## config.mk

```make
export PLATFORM = sky130hd
export DESIGN_NAME = sorted_key_table_top
export DESIGN_NICKNAME = d
export VERILOG_FILES = /design/src/hdl/skt_pkg.sv /design/src/hdl/skt_table.sv /design/src/hdl/sorted_key_table_top.sv
export SDC_FILE = /design/constraint.sdc
export NUM_CORES = 1
export LEC_CHECK = 0
export BUFFER_PORTS_ARGS = -buffer_cell sky130_fd_sc_hd__buf_2
export CORE_MARGIN = 5
export CORE_UTILIZATION = 50
export DETAILED_ROUTE_END_ITERATION = 6
export GPL_ROUTABILITY_DRIVEN = 0
export PLACE_DENSITY = 0.75
export SYNTH_ARGS = -nofsm -noshare
export SYNTH_HDL_FRONTEND = slang
export SYNTH_SLANG_ARGS = --single-unit
```

## constraint.sdc

```tcl
create_clock -name clk -period 5.9 [get_ports clk]
set_input_delay 1.18 -clock clk [delete_from_list [all_inputs] [get_ports clk]]
set_output_delay 1.18 -clock clk [all_outputs]
set_load 0.005 [all_outputs]
```

## src/hdl/skt_pkg.sv

```systemverilog
// ----------------------------------------------------------------------------
// skt_pkg
// Shared sizes, opcode and status codes, and the table write request type
// for the sorted key table.
// ----------------------------------------------------------------------------
package skt_pkg;

    localparam int TABLE_DEPTH = 16;
    localparam int KEY_BITS    = 16;
    localparam int ID_BITS     = 16;
    localparam int IDX_BITS    = (TABLE_DEPTH > 1) ? $clog2(TABLE_DEPTH) : 1;
    localparam int CNT_BITS    = $clog2(TABLE_DEPTH + 1);

    // opcodes
    localparam logic [1:0] OP_INSERT = 2'd0;
    localparam logic [1:0] OP_REMOVE = 2'd1;
    localparam logic [1:0] OP_FIND   = 2'd2;

    // result status codes
    localparam logic [1:0] ST_DONE      = 2'd0;
    localparam logic [1:0] ST_FULL      = 2'd1;
    localparam logic [1:0] ST_NOT_FOUND = 2'd2;

    // one write into the entry store
    typedef struct packed {
        logic                en;
        logic [IDX_BITS-1:0] addr;
        logic [ID_BITS-1:0]  id;
        logic [KEY_BITS-1:0] key;
    } wr_req_t;

endpackage

```

## src/hdl/skt_table.sv

```systemverilog
// ----------------------------------------------------------------------------
// skt_table
// Entry store: identifier and key memories with one write port and one
// registered read port.
// ----------------------------------------------------------------------------
module skt_table (
    input  logic                         clk,
    input  skt_pkg::wr_req_t             wr_req,
    input  logic                         rd_en,
    input  logic [skt_pkg::IDX_BITS-1:0] rd_addr,
    output logic [skt_pkg::ID_BITS-1:0]  rd_id,
    output logic [skt_pkg::KEY_BITS-1:0] rd_key
);
    import skt_pkg::*;

    logic [ID_BITS-1:0]  id_mem  [TABLE_DEPTH];
    logic [KEY_BITS-1:0] key_mem [TABLE_DEPTH];

    // write port
    always_ff @(posedge clk)
    begin
        if (wr_req.en)
        begin
            id_mem[wr_req.addr]  <= wr_req.id;
            key_mem[wr_req.addr] <= wr_req.key;
        end
    end

    // registered read port
    always_ff @(posedge clk)
    begin
        if (rd_en)
        begin
            rd_id  <= id_mem[rd_addr];
            rd_key <= key_mem[rd_addr];
        end
    end

endmodule

```

## src/hdl/sorted_key_table_top.sv

```systemverilog
// ----------------------------------------------------------------------------
// sorted_key_table_top
// Bounded table of identifier and key entries kept in ascending key order,
// walked one entry at a time by a small sequencer over one write port and one read port.
// ----------------------------------------------------------------------------
// usage:
//   input channel (in_valid / in_stall) carries opcode, key_id and key_units;
//   a transfer happens when in_valid is high and in_stall is low.
//   output channel (out_valid / out_stall) carries status, found_units and
//   entry_count, one result per input transfer, in order.
//   insert walks down from the tail, one compare per entry, moving each
//   larger entry up one slot, then writes the new entry into the slot left
//   free, or at the head when every held entry is larger.
//   find walks up from the head comparing identifiers. remove finds the
//   entry the same way, then moves every entry after the hit down one slot
//   to close the gap. a full insert or the unused opcode goes straight to
//   the result without touching the store. each entry visit takes a read
//   step and a compare step because the store read port is registered.
//   in_stall stays high while an item is in work; the next item is taken as
//   soon as the sequencer is idle, even while a result still waits.
//   a stalled result holds in the output register; a finished item waits
//   for that register before it is delivered.
//   reset empties the table at once (count zero); no clearing pass.
// ----------------------------------------------------------------------------
module sorted_key_table_top (
    input  logic        clk,
    input  logic        rst_n,
    input  logic        in_valid,
    output logic        in_stall,
    input  logic [1:0]  opcode,
    input  logic [15:0] key_id,
    input  logic [15:0] key_units,
    output logic        out_valid,
    input  logic        out_stall,
    output logic [1:0]  status,
    output logic [15:0] found_units,
    output logic [4:0]  entry_count
);
    import skt_pkg::*;

    localparam logic [2:0] S_IDLE    = 3'd0;
    localparam logic [2:0] S_INS_RD  = 3'd1;
    localparam logic [2:0] S_INS_CHK = 3'd2;
    localparam logic [2:0] S_SRC_RD  = 3'd3;
    localparam logic [2:0] S_SRC_CHK = 3'd4;
    localparam logic [2:0] S_SHF_RD  = 3'd5;
    localparam logic [2:0] S_SHF_WR  = 3'd6;
    localparam logic [2:0] S_RESP    = 3'd7;

    logic [2:0]          state_reg, state_next;
    logic [CNT_BITS-1:0] occ_reg, occ_next;
    logic [CNT_BITS-1:0] ptr_reg, ptr_next;
    logic [1:0]          op_reg, op_next;
    logic [ID_BITS-1:0]  id_reg, id_next;
    logic [KEY_BITS-1:0] key_reg, key_next;
    logic [1:0]          res_status_reg, res_status_next;
    logic [KEY_BITS-1:0] res_units_reg, res_units_next;

    logic                out_valid_reg;
    logic [1:0]          status_reg;
    logic [15:0]         found_reg;
    logic [4:0]          count_reg;

    wr_req_t             wr_req;
    logic                rd_en;
    logic [IDX_BITS-1:0] rd_addr;
    logic [ID_BITS-1:0]  rd_id;
    logic [KEY_BITS-1:0] rd_key;
    logic                in_xfer;
    logic                out_free;
    logic                resp_load;

    skt_table u_table (
        .clk     (clk),
        .wr_req  (wr_req),
        .rd_en   (rd_en),
        .rd_addr (rd_addr),
        .rd_id   (rd_id),
        .rd_key  (rd_key)
    );

    assign in_stall  = (state_reg != S_IDLE);
    assign in_xfer   = in_valid && !in_stall;
    assign out_free  = !out_valid_reg || !out_stall;
    assign resp_load = (state_reg == S_RESP) && out_free;

    // sequencer
    always_comb
    begin
        state_next      = state_reg;
        occ_next        = occ_reg;
        ptr_next        = ptr_reg;
        op_next         = op_reg;
        id_next         = id_reg;
        key_next        = key_reg;
        res_status_next = res_status_reg;
        res_units_next  = res_units_reg;
        wr_req          = '0;
        wr_req.id       = rd_id;
        wr_req.key      = rd_key;
        rd_en           = 1'b0;
        rd_addr         = IDX_BITS'(ptr_reg);

        unique case (state_reg)
            S_IDLE:
            begin
                if (in_xfer)
                begin
                    op_next         = opcode;
                    id_next         = ID_BITS'(key_id);
                    key_next        = KEY_BITS'(key_units);
                    res_status_next = ST_DONE;
                    res_units_next  = '0;
                    ptr_next        = (opcode == OP_INSERT) ? occ_reg : '0;
                    case (opcode) inside
                        OP_INSERT:
                        begin
                            if (occ_reg == CNT_BITS'(TABLE_DEPTH))
                            begin
                                res_status_next = ST_FULL;
                                state_next      = S_RESP;
                            end
                            else
                            begin
                                state_next = S_INS_RD;
                            end
                        end
                        OP_REMOVE, OP_FIND:
                            state_next = S_SRC_RD;
                        default:
                            state_next = S_RESP;
                    endcase
                end
            end

            // insert: fetch the entry below the write slot, or place at head
            S_INS_RD:
            begin
                if (ptr_reg == '0)
                begin
                    wr_req.en   = 1'b1;
                    wr_req.addr = '0;
                    wr_req.id   = id_reg;
                    wr_req.key  = key_reg;
                    occ_next    = occ_reg + 1'b1;
                    state_next  = S_RESP;
                end
                else
                begin
                    rd_en      = 1'b1;
                    rd_addr    = IDX_BITS'(ptr_reg - 1'b1);
                    state_next = S_INS_CHK;
                end
            end

            // insert: move a larger entry up, or place the new one here
            S_INS_CHK:
            begin
                wr_req.en   = 1'b1;
                wr_req.addr = IDX_BITS'(ptr_reg);
                if (rd_key > key_reg)
                begin
                    ptr_next   = ptr_reg - 1'b1;
                    state_next = S_INS_RD;
                end
                else
                begin
                    wr_req.id  = id_reg;
                    wr_req.key = key_reg;
                    occ_next   = occ_reg + 1'b1;
                    state_next = S_RESP;
                end
            end

            // remove / find: fetch next entry or report a miss
            S_SRC_RD:
            begin
                if (ptr_reg == occ_reg)
                begin
                    res_status_next = ST_NOT_FOUND;
                    state_next      = S_RESP;
                end
                else
                begin
                    rd_en      = 1'b1;
                    state_next = S_SRC_CHK;
                end
            end

            // remove / find: identifier compare
            S_SRC_CHK:
            begin
                ptr_next = ptr_reg + 1'b1;
                if (rd_id == id_reg)
                begin
                    res_units_next = rd_key;
                    state_next     = (op_reg == OP_REMOVE) ? S_SHF_RD : S_RESP;
                end
                else
                begin
                    state_next = S_SRC_RD;
                end
            end

            // remove: fetch the entry after the gap, or finish
            S_SHF_RD:
            begin
                if (ptr_reg == occ_reg)
                begin
                    occ_next   = occ_reg - 1'b1;
                    state_next = S_RESP;
                end
                else
                begin
                    rd_en      = 1'b1;
                    state_next = S_SHF_WR;
                end
            end

            // remove: move the entry down one slot
            S_SHF_WR:
            begin
                wr_req.en   = 1'b1;
                wr_req.addr = IDX_BITS'(ptr_reg - 1'b1);
                ptr_next    = ptr_reg + 1'b1;
                state_next  = S_SHF_RD;
            end

            S_RESP:
            begin
                if (out_free)
                begin
                    state_next = S_IDLE;
                end
            end

            default:
                state_next = S_IDLE;
        endcase
    end

    // control state
    always_ff @(posedge clk or negedge rst_n)
    begin
        if (!rst_n)
        begin
            state_reg     <= S_IDLE;
            occ_reg       <= '0;
            out_valid_reg <= 1'b0;
        end
        else
        begin
            state_reg <= state_next;
            occ_reg   <= occ_next;
            if (resp_load)
            begin
                out_valid_reg <= 1'b1;
            end
            else if (!out_stall)
            begin
                out_valid_reg <= 1'b0;
            end
        end
    end

    // item and result payload
    always_ff @(posedge clk)
    begin
        ptr_reg        <= ptr_next;
        op_reg         <= op_next;
        id_reg         <= id_next;
        key_reg        <= key_next;
        res_status_reg <= res_status_next;
        res_units_reg  <= res_units_next;
        if (resp_load)
        begin
            status_reg <= res_status_reg;
            found_reg  <= 16'(res_units_reg);
            count_reg  <= 5'(occ_reg);
        end
    end

    assign out_valid   = out_valid_reg;
    assign status      = status_reg;
    assign found_units = found_reg;
    assign entry_count = count_reg;

endmodule

```

Word-level counts from Yosys, hierarchy flattened
Memories as Yosys holds them, arrays and structs flattened. A register that Yosys moved wholly into a read port is not among the register bits.
Index checks and enable logic that the tools add are counted.
{"block": "totals", "reg_bits": 89, "latch_bits": 0, "ram_bits": 512, "mem_bits_ro": 0, "in_bits": 38, "out_inout_bits": 25, "word_cells": 105, "memories": 2}
{"block": "op_classes", "add_sub_neg": 4, "n_mul": 0, "n_div": 0, "order_cmp": 1, "eq_ne": 22, "n_shift": 0, "muxes": 41, "bitwise": 0, "n_reduce_logical": 23}
{"name": "u_table.id_mem", "depth": 16, "word_bits": 16, "read_ports": 1, "rd_ports_with_merged_regs": 1, "wr": 1, "line": "skt_table.sv:16", "text": "logic [ID_BITS-1:0] id_mem [TABLE_DEPTH];"}
{"name": "u_table.key_mem", "depth": 16, "word_bits": 16, "read_ports": 1, "rd_ports_with_merged_regs": 1, "wr": 1, "line": "skt_table.sv:17", "text": "logic [KEY_BITS-1:0] key_mem [TABLE_DEPTH];"}
{"op": "$pmux W32 S2", "n": 1}
{"op": "$pmux W5 S3", "n": 3}
{"op": "$mux W37", "n": 1}
{"op": "$mux W16", "n": 2}
{"op": "$mux W32", "n": 1}
{"op": "$pmux W16 S2", "n": 1}
{"op": "$mux W5", "n": 6}
{"op": "$mux W3", "n": 8}
{"op": "$pmux W3 S8", "n": 1}
{"op": "$eq A16 B16 Y1", "n": 1}
{"op": "$gt A16 B16 Y1", "n": 1}
{"op": "$ne A2 B2 Y1 const B", "n": 8}
{"op": "$eq A3 B3 Y1 const B", "n": 4}
{"op": "$add A5 B1 Y5 const B", "n": 2}
{"op": "$sub A5 B1 Y5 const B", "n": 2}
{"op": "$mux W1", "n": 9}
{"op": "$reduce_and A3 Y1", "n": 3}
{"op": "$reduce_bool A3 Y1", "n": 3}
{"op": "$mux W2", "n": 4}
{"op": "$mux W4", "n": 2}
{"op": "$eq A3 B2 Y1 const B", "n": 2}
{"op": "$reduce_or A2 Y1", "n": 3}
{"op": "$eq A5 B5 Y1", "n": 1}
{"op": "$eq A5 B5 Y1 const B", "n": 1}
{"op": "other kinds (15)", "n": 21}

Depth between registers and ports, before layout
{"block": "logic_depth", "ltp_word": 6, "depth_mapped": 13, "depth_no_buf": 9}

Hierarchy
From an unflattened synthesis, not the netlist that was laid out.
{"block": "hier_totals", "cells_unflattened": 1199, "area_unflattened_um2": 24902.6}
{"mod": "skt_table", "n_inst": 1, "cells_each": 838, "area_each_um2": 20155.6, "seq_area_each_um2": 16335.7}
{"mod": "sorted_key_table_top", "n_inst": 1, "cells_each": 361, "area_each_um2": 4747.1, "seq_area_each_um2": 2627.5}

Worst setup path before layout
Ideal clock, no wire load.
{"block": "synth_path", "kind": "reg2reg", "start": "reg ptr_reg[0]", "end": "mem u_table.id_mem[8][0] (enable)", "setup_time_ns": 0.461, "arrival_ns": 4.336, "t_required_ns": 5.439, "slack_ns": 1.103, "stages_incl_launch_ff": 9, "n_path_buf": 3, "synth_period_minus_slack_ns": 4.797, "path_cell_list": "edfxtp_1 > clkbuf_1 > inv_2 > clkbuf_1 > clkbuf_1 > ha_1 > nor4b_2 > a22oi_1 > nor3_1"}
{"block": "synth_via", "elab_chain_len": 5, "word_cells_on_any_way": 6, "cone_classes": "1 x add/sub; 4 x mux; 1 x reduce/logical"}
{"element": "from (decl)", "line": "sorted_key_table_top.sv:52", "text": "logic [CNT_BITS-1:0] ptr_reg, ptr_next;"}
{"element": "from (signal assigned)", "line": "sorted_key_table_top.sv:269", "text": "ptr_reg <= ptr_next;"}
{"element": "parallel branches: the longest is 2 deep, another holds $sub A5 B1 Y5"}
{"element": "$pmux W5 S3 (*)", "line": "sorted_key_table_top.sv:104", "text": "unique case (state_reg)"}
{"element": "$mux W1", "line": "skt_table.sv:22", "text": "if (wr_req.en)"}
{"element": "$mux W1 (not written as such)", "line": "skt_table.sv:24", "text": "id_mem[wr_req.addr] <= wr_req.id;"}
{"element": "to (decl)", "line": "skt_table.sv:16"}
Every way passes the cells marked *.

Worst setup path after layout
{"block": "layout_path", "start": "reg ptr_reg[0]", "end": "reg u_table.rd_key[2] (netlist name), read port of u_table.key_mem (data pin)"}
{"block": "layout_via", "elab_chain_len": 3, "word_cells_on_any_way": 8, "cone_classes": "1 x add/sub; 1 x eq/ne; 5 x mux; 1 x reduce/logical"}
{"element": "$sub A5 B1 Y5, or another cell as far along", "line": "sorted_key_table_top.sv:151", "text": "rd_addr = IDX_BITS'(ptr_reg - 1'b1);"}
{"element": "$mux W4, or another cell as far along", "line": "sorted_key_table_top.sv:139", "text": "if (ptr_reg == '0)"}
{"element": "$mux W4 or $pmux W1 S2 (tied branches)", "line": "sorted_key_table_top.sv:104"}
{"element": "to (decl)", "line": "skt_table.sv:12", "text": "output logic [skt_pkg::KEY_BITS-1:0] rd_key"}
Parallel ways exist; a longest one is shown, timed or not.
A chain may end at the register's enable or synchronous reset.

==> results.cfg <==
[synthesis]
synthArstFlopShare_pct = 1.42
netlist_area_um2 = 28500
synth_edf_count = 624
synth-seq-cells = 633
synthFlopType = edfxtp_1
syn_nets = 2355
yosys.cell_types.count = 55
synth_cells = 2294
synth-seq-area-share_pct = 66.5
yosys_warnings = 0
synth.avg_cell_area_um2 = 12.4

[timing]
period_share_pct = 79.7
tightest_slew_ns = 1.22
setup_tns_ns = 0
finalMaxSlewViolations = 0
hold_viol = 0
skew_ns = 0.0212
min_period_ns = 4.70
relSlewSlack_pct = 18.7
rsz0062_at_grt = false
setup_viol = 0
fmax_mhz = 213
setup_slack_ns = 1.20

[cells_and_area]
n_antenna_cell = 0
syn_to_final_growth_pct = 10.5
layout_commonest_cell = edfxtp_1
layout.cells.non_filler = 3104
fin_area_um2 = 31500
final_nets = 2364
drive_gt1_share_pct = 13.8
final_cell_mix = edfxtp_1 (624), nand2_1 (546), a21oi_1 (268)
top_regs = u_table.id_mem: 256 flops, u_table.key_mem: 256 flops
utilization_pct = 55.9

[clocking]
post_cts_resized = 0
clk_path_buf_depth = 3
htreeDepth = 2
cts_inserted_buffers = 61
cts_tree = done
post_cts_buffers = 0
cts_hold_buf = 0
ctsRootBufferMaster = clkbuf_16
cts.sink_count = 633
clock_latency_ns = 0.63
clkSlewWorstSetupHoldPaths_ns = 0.06

[worst_setup_path]
cp_slowest_cell = buf_4
cp.required_ns = 6.24
max_stage_delay_ns = 1.00
r2r_end = u_table.rd_key[2]
start_kind = flop
reg2regPathDepth = 9
regToRegSetupSlack_ns = 1.20
r2r_start = ptr_reg[0]
crit_type = reg2reg
crit_path_end_kind = flop
worstPathMaxFanout = 153
cp_cell_sequence = inv_6 -> ha_1 -> or4b_4 -> nand2_4 -> buf_4 -> a21oi_1 -> or3_1 -> o211ai_1 -> nand4_1
worstPathArrival_ns = 5.04

[place]
dp_hpwl_um = 39600
port_buffers = 62
placed_cells = 2996
preCtsSetupSlack_ns = 1.28
placed_cell_area_um2 = 29600

[route]
vias = 19419
routed_via_density = 6.26
drc = 0
wl_um = 74200
wl_per_cell_um = 23.9
ant_nets = 0
dr.pass1.iters = 6
drt_iter0_drc = 2554

[job]
max_cap_viol_count = 0

[global_route]
antenna_found_initial = 1
gr-usage-all-layers_pct = 23.0
grt_pass1_vias = 19311
grt_max_degree = 154
grt_overflow_total = 0
grt_pass1_wl_um = 112000

[floorplan]
initial_core_util_pct = 50.6
ios = 63
die-area_um2 = 61900
die_h_um = 249
num_rows = 87
coreArea_um2 = 56400
die_w_um = 249

[power_and_ir_drop]
ir_worst_vdd_v = 0.000521
p_leak_nw = 10.6
cellPowerDensity_nw_per_um2 = 555

[worst_hold_path]
min-delay-path-class = in2async

[outcome]
status = completed
logic make-up (layout without fill, tap and decap cells):
kind of cell	count (synthesis)	after routing	synth area share (%)
buffers and inverters	185	239	2.83
muxes	165	165	6.50
xor gates and xnor gates	34	34	1.04
adders and majority gates	23	23	1.04
DFF	633	633	66.5
AOI/OAI and AO/OA	447	447	9.39
and+or+nand+nor	807	807	12.7
power by group:
part           switching [W]  internal [W]
Combinational        0.00465       0.00225
Sequential          0.000425       0.00648
Clock                0.00163       0.00206
Total                0.00671        0.0108
per-stage QoR:
stage	hold slack [ns]	power [W]
final	0.412	0.0175
after detailed placement	0.405	0.0137
after global routing	0.404	0.0183
after CTS	0.397	0.0174
after floorplan	0.400	0.0116
after global placement	0.402	0.0134
worst max-delay path: cells and delay by family (launching register included):
family,cells,cell delay [ns]
buffers and inverters,2,1.84
and+or+nand+nor,4,1.59
DFF,1,0.45
adders and majority gates,1,0.30
AOI/OAI and AO/OA,2,0.22
worst max path at each step:
stage	start	endpoint	slack [ns]	depth (start not counted)
after floorplan	ptr_reg[0]	u_table.id_mem[8][0]	1.10	8
after global placement	ptr_reg[0]	u_table.rd_key[10]	1.38	9
after detailed placement	ptr_reg[0]	u_table.rd_key[2]	1.28	9
after CTS	ptr_reg[0]	u_table.rd_key[2]	1.25	9
after global routing	ptr_reg[0]	u_table.rd_key[2]	0.98	9
final	ptr_reg[0]	u_table.rd_key[2]	1.20	9
area by class of cell:
type	instances	area, um2
fillers	4411	24900
multi-input cells	1476	8960
flip-flops and latches	633	19000
clock buffers	74	1620
inverters	28	110
repair buffers	103	656
clock inverters	34	245
well taps	756	946
synth_stat cells, types with 11 or more instances:
cell	instances	share of area, %
a21oi_1	269	4.7
and2_1	19	0.42
buf_2	41	0.72
clkbuf_1	98	1.3
edfxtp_1	624	66
ha_1	22	0.97
inv_1	27	0.36
mux2_1	60	2.4
mux2_2	102	4.0
nand2_1	547	7.2
nand4_1	40	0.88
nor2_1	31	0.41
nor3_1	11	0.19
o211ai_1	130	3.4
o21ai_0	11	0.19
or3_1	131	2.9
xnor2_1	28	0.86
routing by layer:
layer  routed length [um]  global-route usage (%)
met5                   13                       0
met4                 3020                    10.0
met3                 7960                    5.40
met2                35300                    37.8
met1                28000                    29.6
Note: power is estimated with default switching activity, not from simulation.
